<file path="config.mk">
export PLATFORM = sky130hd
export DESIGN_NAME = olist_ctrl
export DESIGN_NICKNAME = d
export VERILOG_FILES = /design/src/rtl/olist_pkg.sv /design/src/rtl/olist_ctrl.sv
export SDC_FILE = /design/constraint.sdc
export NUM_CORES = 1
export LEC_CHECK = 0
export BUFFER_PORTS_ARGS = -buffer_cell sky130_fd_sc_hd__buf_2
export CORE_ASPECT_RATIO = 1.1
export CORE_MARGIN = 5
export CORE_UTILIZATION = 51
export CTS_CLUSTER_SIZE = 8
export DETAILED_ROUTE_END_ITERATION = 8
export GPL_ROUTABILITY_DRIVEN = 1
export GPL_TIMING_DRIVEN = 0
export PLACE_DENSITY = 0.93
export SYNTH_ARGS = -nofsm -noshare
export SYNTH_HDL_FRONTEND = slang
export SYNTH_SLANG_ARGS = --single-unit
</file>
<file path="constraint.sdc">
create_clock -name clk -period 3.8 [get_ports clk]
set_clock_uncertainty 0.2 [all_clocks]
set_input_delay 0.38 -clock clk [delete_from_list [all_inputs] [get_ports clk]]
set_output_delay 0.38 -clock clk [all_outputs]
set_load 0.02 [all_outputs]
</file>
<file path="src/rtl/olist_pkg.sv">
// Package with the shared types and codes of the ordered list block.
package olist_pkg;

	// Operation codes carried by an input transaction.
	localparam logic [1:0] OP_INSERT = 2'd0;
	localparam logic [1:0] OP_SEARCH = 2'd1;
	localparam logic [1:0] OP_DELETE = 2'd2;

	// Widths of the transaction fields.
	localparam int unsigned OP_W    = 2;
	localparam int unsigned VALUE_W = 32;
	localparam int unsigned POS_W   = 7;
	localparam int unsigned IDX_W   = 6;
	localparam int unsigned CNT_W   = 7;

	// Result status codes.
	typedef enum logic [1:0] {
		ST_OK       = 2'd0,
		ST_FULL     = 2'd1,
		ST_BADPOS   = 2'd2,
		ST_NOTFOUND = 2'd3
	} status_t;

	// Read address choice relative to the working pointer.
	typedef enum logic [1:0] {
		ADR_PTR     = 2'd0,
		ADR_PTR_DEC = 2'd1,
		ADR_PTR_INC = 2'd2
	} addr_sel_t;

	// Commands from the controller to the datapath.
	typedef struct packed {
		logic      load;
		logic      rd;
		addr_sel_t rd_sel;
		logic      wr_shift;
		logic      wr_value;
		logic      ptr_dec;
		logic      ptr_inc;
		logic      cnt_inc;
		logic      cnt_dec;
		logic      set_status;
		status_t   status;
		logic      set_idx;
		logic      res_load;
	} olist_cmd_t;

	// Status flags from the datapath to the controller.
	typedef struct packed {
		logic is_insert;
		logic is_search;
		logic is_delete;
		logic full;
		logic ins_badpos;
		logic del_badpos;
		logic ins_more;
		logic del_more;
		logic scan_more;
		logic match;
		logic res_busy;
	} olist_stat_t;

endpackage

</file>
<file path="src/rtl/olist_ctrl.sv">
// Controller state machine that sequences each list operation.
module olist_ctrl
	import olist_pkg::*;
(
	input  logic        clk,
	input  logic        arst_n,
	input  logic        req_valid,
	output logic        req_ready,
	input  olist_stat_t stat,
	output olist_cmd_t  cmd
);

	typedef enum logic [8:0] {
		S_IDLE     = 9'b000000001,
		S_EXEC     = 9'b000000010,
		S_INS      = 9'b000000100,
		S_INS_WR   = 9'b000001000,
		S_DEL      = 9'b000010000,
		S_DEL_WR   = 9'b000100000,
		S_SRCH     = 9'b001000000,
		S_SRCH_CMP = 9'b010000000,
		S_DONE     = 9'b100000000
	} state_t;

	state_t state_q;
	state_t state_d;

	// State register.
	always_ff @(posedge clk or negedge arst_n) begin
		if (!arst_n) begin
			state_q <= S_IDLE;
		end else begin
			state_q <= state_d;
		end
	end

	// Next state and command decode.
	always_comb begin
		state_d   = state_q;
		cmd       = '0;
		cmd.rd_sel = ADR_PTR;
		cmd.status = ST_OK;
		req_ready = 1'b0;
		unique case (state_q)
			S_IDLE: begin
				req_ready = 1'b1;
				if (req_valid) begin
					cmd.load = 1'b1;
					state_d  = S_EXEC;
				end
			end
			S_EXEC: begin
				if (stat.is_insert) begin
					if (stat.full) begin
						cmd.set_status = 1'b1;
						cmd.status     = ST_FULL;
						state_d        = S_DONE;
					end else if (stat.ins_badpos) begin
						cmd.set_status = 1'b1;
						cmd.status     = ST_BADPOS;
						state_d        = S_DONE;
					end else begin
						state_d = S_INS;
					end
				end else if (stat.is_delete) begin
					if (stat.del_badpos) begin
						cmd.set_status = 1'b1;
						cmd.status     = ST_BADPOS;
						state_d        = S_DONE;
					end else begin
						state_d = S_DEL;
					end
				end else if (stat.is_search) begin
					state_d = S_SRCH;
				end else begin
					state_d = S_DONE;
				end
			end
			S_INS: begin
				if (stat.ins_more) begin
					cmd.rd     = 1'b1;
					cmd.rd_sel = ADR_PTR_DEC;
					state_d    = S_INS_WR;
				end else begin
					cmd.wr_value   = 1'b1;
					cmd.cnt_inc    = 1'b1;
					cmd.set_status = 1'b1;
					cmd.status     = ST_OK;
					state_d        = S_DONE;
				end
			end
			S_INS_WR: begin
				cmd.wr_shift = 1'b1;
				cmd.ptr_dec  = 1'b1;
				state_d      = S_INS;
			end
			S_DEL: begin
				if (stat.del_more) begin
					cmd.rd     = 1'b1;
					cmd.rd_sel = ADR_PTR_INC;
					state_d    = S_DEL_WR;
				end else begin
					cmd.cnt_dec    = 1'b1;
					cmd.set_status = 1'b1;
					cmd.status     = ST_OK;
					state_d        = S_DONE;
				end
			end
			S_DEL_WR: begin
				cmd.wr_shift = 1'b1;
				cmd.ptr_inc  = 1'b1;
				state_d      = S_DEL;
			end
			S_SRCH: begin
				if (stat.scan_more) begin
					cmd.rd     = 1'b1;
					cmd.rd_sel = ADR_PTR;
					state_d    = S_SRCH_CMP;
				end else begin
					cmd.set_status = 1'b1;
					cmd.status     = ST_NOTFOUND;
					state_d        = S_DONE;
				end
			end
			S_SRCH_CMP: begin
				if (stat.match) begin
					cmd.set_idx    = 1'b1;
					cmd.set_status = 1'b1;
					cmd.status     = ST_OK;
					state_d        = S_DONE;
				end else begin
					cmd.ptr_inc = 1'b1;
					state_d     = S_SRCH;
				end
			end
			S_DONE: begin
				if (!stat.res_busy) begin
					cmd.res_load = 1'b1;
					state_d      = S_IDLE;
				end
			end
			default: begin
				state_d = S_IDLE;
			end
		endcase
	end

endmodule

</file>
==> impl_metrics.toml, run 1 <==
[placed_design]
hpwl_um = 1650
gp_congestion = 0.807
portBuffers = 28
post-place-ws_ns = 1.49
dpl_cell_area_um2 = 952

[synthesis]
netlist_area_um2 = 791
synth_compound_area_frac = 0.127
ys_types = 40
synth_xor_area_frac = 0.0222
synthAdderAreaFrac = 0
synth_cells = 88
yosys-top-cells-area = "dfrtp_1 25%, and4b_1 5.1%, nand2b_1 4.0%, nand2_1 3.8%, dfstp_2 3.3%"
synth.mux.area_fraction = 0
yosysWarnings = 0
synth_top_family_by_area = "simple AND/OR/NAND/NOR gates"
syn_nets = 102
synth_simple_gate_area_frac = 0.506
seq_area_frac_synth = 0.286
post-synth-top-area-cell = "dfrtp_1"
avgSynthCellArea_um2 = 8.99
ys_seq_elements = 9
synth_top_area_share = 0.253

[timing]
worst_slew_pin_slew_ns = 0.545
finalHoldViolCount = 0
whs_ns = 0.130
fmax_mhz = 380
fin_crit_ns = 2.63
layout_setup_ws_ns = 1.17
finalSetupViolCount = 0
tns_ns = 0
slew_violations = 0
post-route-period-util = 0.693
rsz0062_at_grt = "no"
max_slew_margin = 0.632

[critical_path]
r2r_slack_ns = 1.92
critPathKind = "reg -> out"
rr_startpoint = "state_q[4]$_DFFE_PN0P_"
rr_endpoint = "state_q[8]$_DFFE_PN0P_"
critPathCaptureType = "primary output"
crit_fanout = 9
r2r_cells = 4
arrival_ns = 2.05
critPathRequiredTime_ns = 3.22
critPathLaunchType = "register"

[floorplanning]
row_count = 15
coreArea_um2 = 1520
io_pins = 30
die_h_um = 51.3
die_w_um = 47.5
die_area_um2 = 2440
start_util = 0.520

[grt]
grt_util_all_layers = 0.206
grtUsageMet3 = 0.0317
grt_pass1_wl_um = 3520
grt_max_degree = 11
use_met2 = 0.350
antenna_found_initial = 0
grt_pass1_vias = 808
grt.met1_usage = 0.236
top_usage_layer = "met2"
overflow = 0

[worst_hold_path]
hp-start = "req_valid"
hold_class = "in -> reg"
holdPathStages = 2
whs_endpoint = "state_q[1]$_DFFE_PN0P_"

[route]
vias_per_cell = 5.99
drtIter0Drc = 28
drt_wl_total_um = 2120
drc_errors = 0
wl_per_cell_um = 15.3
via_count = 826
antenna_left = 0
drtPass1Iterations = 4

[power_and_ir_drop]
p_leak_nw = 0.561
p_per_area_nw_per_um2 = 449
max-vdd-ir-drop_mv = 0.305

[clock_tree]
numCtsBuffers = 3
clkSinkCount = 9
cts_tree = "yes"
root_buffer = "clkbuf_4"
worstSkewPairLatency_ns = 0.28
path_clk_slew_ns = 0.07
h-tree-depth = 1
clk_path_buf_depth = 2

[layout]
regArea_um2 = 226
regMostFlops = "state_q"
nets = 136
largest_reg_flops = 9
top_regs = "state_q (9)"
drive_above_1_share = 0.364
design_area_um2 = 988
syn_to_final_growth_pct = 25.0
num_antenna_cells = 0
multi_input_area_um2 = 518
n_fill_cell = 127

[status]
status = "finished clean"

[run]
maxCapViolCount = 0
==> worst max path at each step <==
stage | startpoint | end | slack [ns] | cells past startpoint
floorplan | state_q[7]$_DFFE_PN0P_ | cmd[14] | 1.47 | 4
global placement | state_q[4]$_DFFE_PN0P_ | cmd[9] | 1.51 | 6
detailed placement | state_q[4]$_DFFE_PN0P_ | cmd[9] | 1.49 | 6
CTS | state_q[4]$_DFFE_PN0P_ | cmd[9] | 1.19 | 6
global route | state_q[4]$_DFFE_PN0P_ | cmd[9] | 1.06 | 6
finish | state_q[4]$_DFFE_PN0P_ | cmd[9] | 1.17 | 6
==> cell usage in the layout (no fill, tap or decap), drive strengths merged <==
| cell type | instances |
|---|---|
| or3b | 1 |
| nand3b | 2 |
| or3 | 1 |
| xor2 | 2 |
| nor4bb | 1 |
| nand2b | 5 |
| and2 | 3 |
| dfrtp | 8 |
| a211oi | 1 |
| nor4b | 3 |
| or4 | 2 |
| o21ai | 3 |
| a22o | 1 |
| and4b | 4 |
| nor4 | 3 |
| clkbuf | 5 |
| and3 | 3 |
| dlygate4sd3 | 1 |
| nand3 | 5 |
| dfstp | 1 |
| a21oi | 1 |
| or4b | 1 |
| a221o | 1 |
| a31oi | 2 |
| o31ai | 2 |
| nor2b | 2 |
| and4bb | 1 |
| a211o | 1 |
| buf | 31 |
| inv | 5 |
| nor2 | 7 |
| and3b | 1 |
| a21o | 1 |
| nor3 | 2 |
| nand2 | 8 |
==> cell usage after synthesis <==
cell type / n
nand2_1: 8
a21oi_1: 1
or3_1: 1
o31ai_2: 2
nand3b_1: 2
or4_4: 2
nor2b_1: 2
dfstp_2: 1
and4bb_1: 1
xor2_1: 2
nor4b_1: 3
a211oi_1: 1
buf_4: 1
a221o_1: 1
and3b_1: 1
o21ai_1: 3
a21o_1: 1
nand3_1: 4
and3_1: 3
buf_2: 1
nor2_1: 6
a22o_1: 1
and2_1: 3
or4b_1: 1
nor2_8: 1
a31oi_1: 2
inv_1: 5
dfrtp_1: 8
nor4bb_1: 1
a211o_1: 1
nor4_4: 1
nand3_4: 1
nor4_1: 2
or3b_2: 1
nor3_2: 1
nor3_1: 1
buf_6: 1
nand2b_1: 5
and4b_1: 4
clkbuf_1: 1
==> logic make-up (layout without fill, tap and decap cells) <==
group                     after synthesis  after routing
and+or+nand+nor                        55             55
AOI/OAI and AO/OA                      13             13
DFF                                     9              9
buffers and inverters                   9             42
xor gates and xnor gates                2              2
==> where the power goes <==
group	leakage (nW)	switching (W)	total [W]	internal, W
combinational	0.425	0.000121	0.000216	0.0000954
sequential	0.121	0.0000312	0.000145	0.000114
clock	0.0150	0.0000413	0.0000822	0.0000408
==> what timing repair did <==
| item | CTS | global route |
|---|---|---|
| resized for setup | 0 | 0 |
| hold buffers | 1 | 0 |
| setup buffers | 0 | 0 |
| endpoints found under the setup margin | 0 | 0 |
| hold endpoints to repair | 9 | 0 |
==> layout make-up <==
class | instances | share of cell area
well taps | 17 | 0.0215
multi-input cells | 70 | 0.524
flip-flops and latches | 9 | 0.229
plain buffers | 4 | 0.0278
repair buffers | 29 | 0.152
clock buffers | 4 | 0.0266
inverters | 5 | 0.0190
==> metal layers <==
| layer | routed length, um | share of wire |
|---|---|---|
| met4 | 55 | 0.026 |
| met5 | 0 | 0 |
| met1 | 838 | 0.40 |
| met2 | 1080 | 0.51 |
| met3 | 140 | 0.066 |
==> critical path, cell delays in order (launching register included) <==
cell,delay [ns]
dfrtp_1,0.46
or4_4,0.64
nor2_8,0.16
nand3b_1,0.16
inv_1,0.11
buf_4,0.10
buf_2,0.15
==> metrics by stage <==
step	util	power [W]	instances
floorplan	-	0.000303	88
global placement	0.626	0.000350	133
detailed placement	0.626	0.000362	133
CTS	0.650	0.000442	138
global route	0.650	0.000476	138
finish	0.650	0.000444	138
No activity file was read; power rests on OpenSTA's default activity.
==> run 2: changes to the inputs <==
Settings changed: ABC_AREA from default to 1, CORE_UTILIZATION 51 to 42, PLACE_DENSITY 0.93 to 0.84.
Clock period 3.8 ns to 2.3 ns, I/O delays scaled along.
==> run 2 against run 1 <==
Net effect: non-clock buffer count shrank 2; worst hold slack lost 0.095 ns; cell count rose by 24%; power grew 54%; sequential share of layout area up 0.94 points; combinational power increased by 64%; synthesized area shrank 5.7%; die area rose by 11%; count of clock-buffer cells in the layout is the same; critical path type unchanged.
==> impl_metrics.toml, run 2 <==
[layout]
regArea_um2 = 226
n_fill_cell = 161
multi_input_area_um2 = 419
regMostFlops = "state_q"
top_regs = "state_q (9)"
utilization = 0.545
largest_reg_flops = 9
nets = 168
drive_above_1_share = 0.294
final_common_cell = "nor2_1"
syn_to_final_growth_pct = 27.3
most-common-layout-cells = "31 x nor2_1, 29 x buf_2, 25 x nand2_1, 19 x inv_1, 12 x nand3_1"
num_antenna_cells = 0

[worst_hold_path]
hold_class = "in -> reg"

[synthesis]
yosysWarnings = 0
netlist_area_um2 = 746
synthTopCellsByCount = "31 x nor2_1, 25 x nand2_1, 19 x inv_1, 12 x nand3_1, 8 x dfrtp_1"
post-synth-top-area-cell = "dfrtp_1"
ys_seq_elements = 9
yosysMostFrequentCell = "nor2_1"
seq_area_frac_synth = 0.304
synth_edf_count = 0
avgSynthCellArea_um2 = 6.27
yosys-top-cells-area = "dfrtp_1 27%, nor2_1 16%, nand2_1 13%, inv_1 9.6%, nand3_1 8.1%"
synthArstFlopShare = 1.00
ys_types = 21
ys.flop_type = "dfrtp_1"
synth_cells = 119
syn_nets = 133
synth_top_area_share = 0.268

[run]
maxCapViolCount = 0

[route]
drc_errors = 0
drtPass1Iterations = 4
drtIter0Drc = 17
via_count = 853
vias_per_cell = 4.99
wl_per_cell_um = 10.9
drt_wl_total_um = 1860
antenna_left = 0

[timing]
fin_crit_ns = 2.09
worst_slew_pin_slew_ns = 0.294
rsz0062_at_grt = "no"
tns_ns = 0
post-route-period-util = 0.911
max_slew_margin = 0.803
finalHoldViolCount = 0
fmax_mhz = 477
finalSetupViolCount = 0
slew_violations = 0

[clock_tree]
post-cts-setup-buffers = 0
numCtsBuffers = 3
cts_tree = "yes"
worstSkewPairLatency_ns = 0.25
root_buffer = "clkbuf_4"
clk_path_buf_depth = 2
clkSinkCount = 9
path_clk_slew_ns = 0.06
h-tree-depth = 1

[critical_path]
worst-path-stages = 8
rr_endpoint = "state_q[8]$_DFFE_PN0P_"
cpPeakStageDelay_ns = 0.55
crit_start = "state_q[0]$_DFFE_PN1P_"
critPathRequiredTime_ns = 1.87
critPathKind = "reg -> out"
rr_startpoint = "state_q[0]$_DFFE_PN1P_"
r2r_cells = 7
critPathBufInv = 2
arrival_ns = 1.66
crit_fanout = 8
r2r_slack_ns = 0.73
path_cells = "nor2_1 > nand2_2 > clkinv_4 > nand3_1 > o21ai_1 > nor2_1 > nand3_1 > buf_2"
critPathCapture = "cmd[4]"
critPathCaptureType = "primary output"
crit_family = "flip-flops"
critPathLaunchType = "register"
cp_slowest_cell = "dfstp_2"

[floorplanning]
io_pins = 30
die_h_um = 54.2
die_w_um = 50.2
die_area_um2 = 2720
row_count = 16
start_util = 0.428
coreArea_um2 = 1740

[power_and_ir_drop]
p_switching_w = 0.000316
p_clk_frac = 0.169
p_leak_nw = 0.603
p_comb_frac = 0.517
p_per_area_nw_per_um2 = 722
max-vdd-ir-drop_mv = 0.381
p_int_w = 0.000370
swShare = 0.460
seqPwrFrac = 0.314

[grt]
grt_pass1_vias = 780
antenna_found_initial = 0
grt_util_all_layers = 0.148
grt_max_degree = 10
grt_pass1_wl_um = 3110
overflow = 0

[placed_design]
hpwl_um = 1580
gp_congestion = 0.789
portBuffers = 29

[status]
status = "finished clean"
[run 2: timing repair]
item                      CTS  global route
hold endpoints to repair    9             0
hold buffers                1             0
gates resized for setup     0             0
[run 2: area by class of cell]
| type | count | area share |
|---|---|---|
| repair buffers | 30 | 0.163 |
| multi-input cells | 87 | 0.441 |
| inverters | 22 | 0.0975 |
| flip-flops and latches | 9 | 0.238 |
| plain buffers | 1 | 0.00791 |
| clock buffers | 4 | 0.0277 |
| well taps | 18 | 0.0237 |
[run 2: worst min-delay path, stage by stage]
cell and delay (ns):
buf_2 0.09, inv_1 0.07, nor2_1 0.05
[run 2: through the flow]
stage / cell area, um^2 / power (W) / cells / worst slack [ns] / hold slack [ns]
detailed placement: 913 / 0.000571 / 166 / 0.486 / -0.116
floorplan: 746 / 0.000477 / 119 / 0.474 / -0.266
global placement: 913 / 0.000558 / 166 / 0.506 / -0.120
global route: 950 / 0.000744 / 171 / 0.105 / 0.0430
CTS: 950 / 0.000687 / 171 / 0.205 / 0.0331
finish: 950 / 0.000686 / 171 / 0.205 / 0.0344
[run 2: worst min-delay path by stage]
| stage | startpoint | end | slack, ns | depth (start not counted) |
|---|---|---|---|---|
| 2_1_floorplan | arst_n | state_q[1]$_DFFE_PN0P_ | -0.27 | 0 |
| 3_3_place_gp | arst_n | state_q[5]$_DFFE_PN0P_ | -0.12 | 1 |
| 3_5_place_dp | arst_n | state_q[7]$_DFFE_PN0P_ | -0.12 | 1 |
| 4_1_cts | req_valid | state_q[1]$_DFFE_PN0P_ | 0.03 | 3 |
| 5_1_grt | req_valid | state_q[1]$_DFFE_PN0P_ | 0.04 | 3 |
| 6_report | req_valid | state_q[1]$_DFFE_PN0P_ | 0.03 | 3 |
[run 2: metal layers]
layer	share of wire	up-vias	GRT usage
met5	0	-	0
li1	-	436	-
met4	0.019	0	0.0873
met3	0.067	4	0.0277
met2	0.50	30	0.270
met1	0.41	383	0.159
[run 2: cells by family (layout without fill, tap and decap cells)]
logic type | count (synthesis) | count (layout) | share of synthesized area
AO/OA/AOI/OAI | 8 | 8 | 0.0587
buffers and inverters | 23 | 57 | 0.134
flip-flops | 9 | 9 | 0.304
AND/OR/NAND/NOR | 79 | 79 | 0.503
[run 2: power groups by stage]
| stage | registers (W) | logic (W) | clock network [W] |
|---|---|---|---|
| 2_1_floorplan | 0.000210 | 0.000267 | 0 |
| 3_3_place_gp | 0.000213 | 0.000345 | 0 |
| 3_5_place_dp | 0.000217 | 0.000354 | 0 |
| 4_1_cts | 0.000214 | 0.000356 | 0.000117 |
| 5_1_grt | 0.000219 | 0.000400 | 0.000124 |
| 6_report | 0.000215 | 0.000354 | 0.000116 |
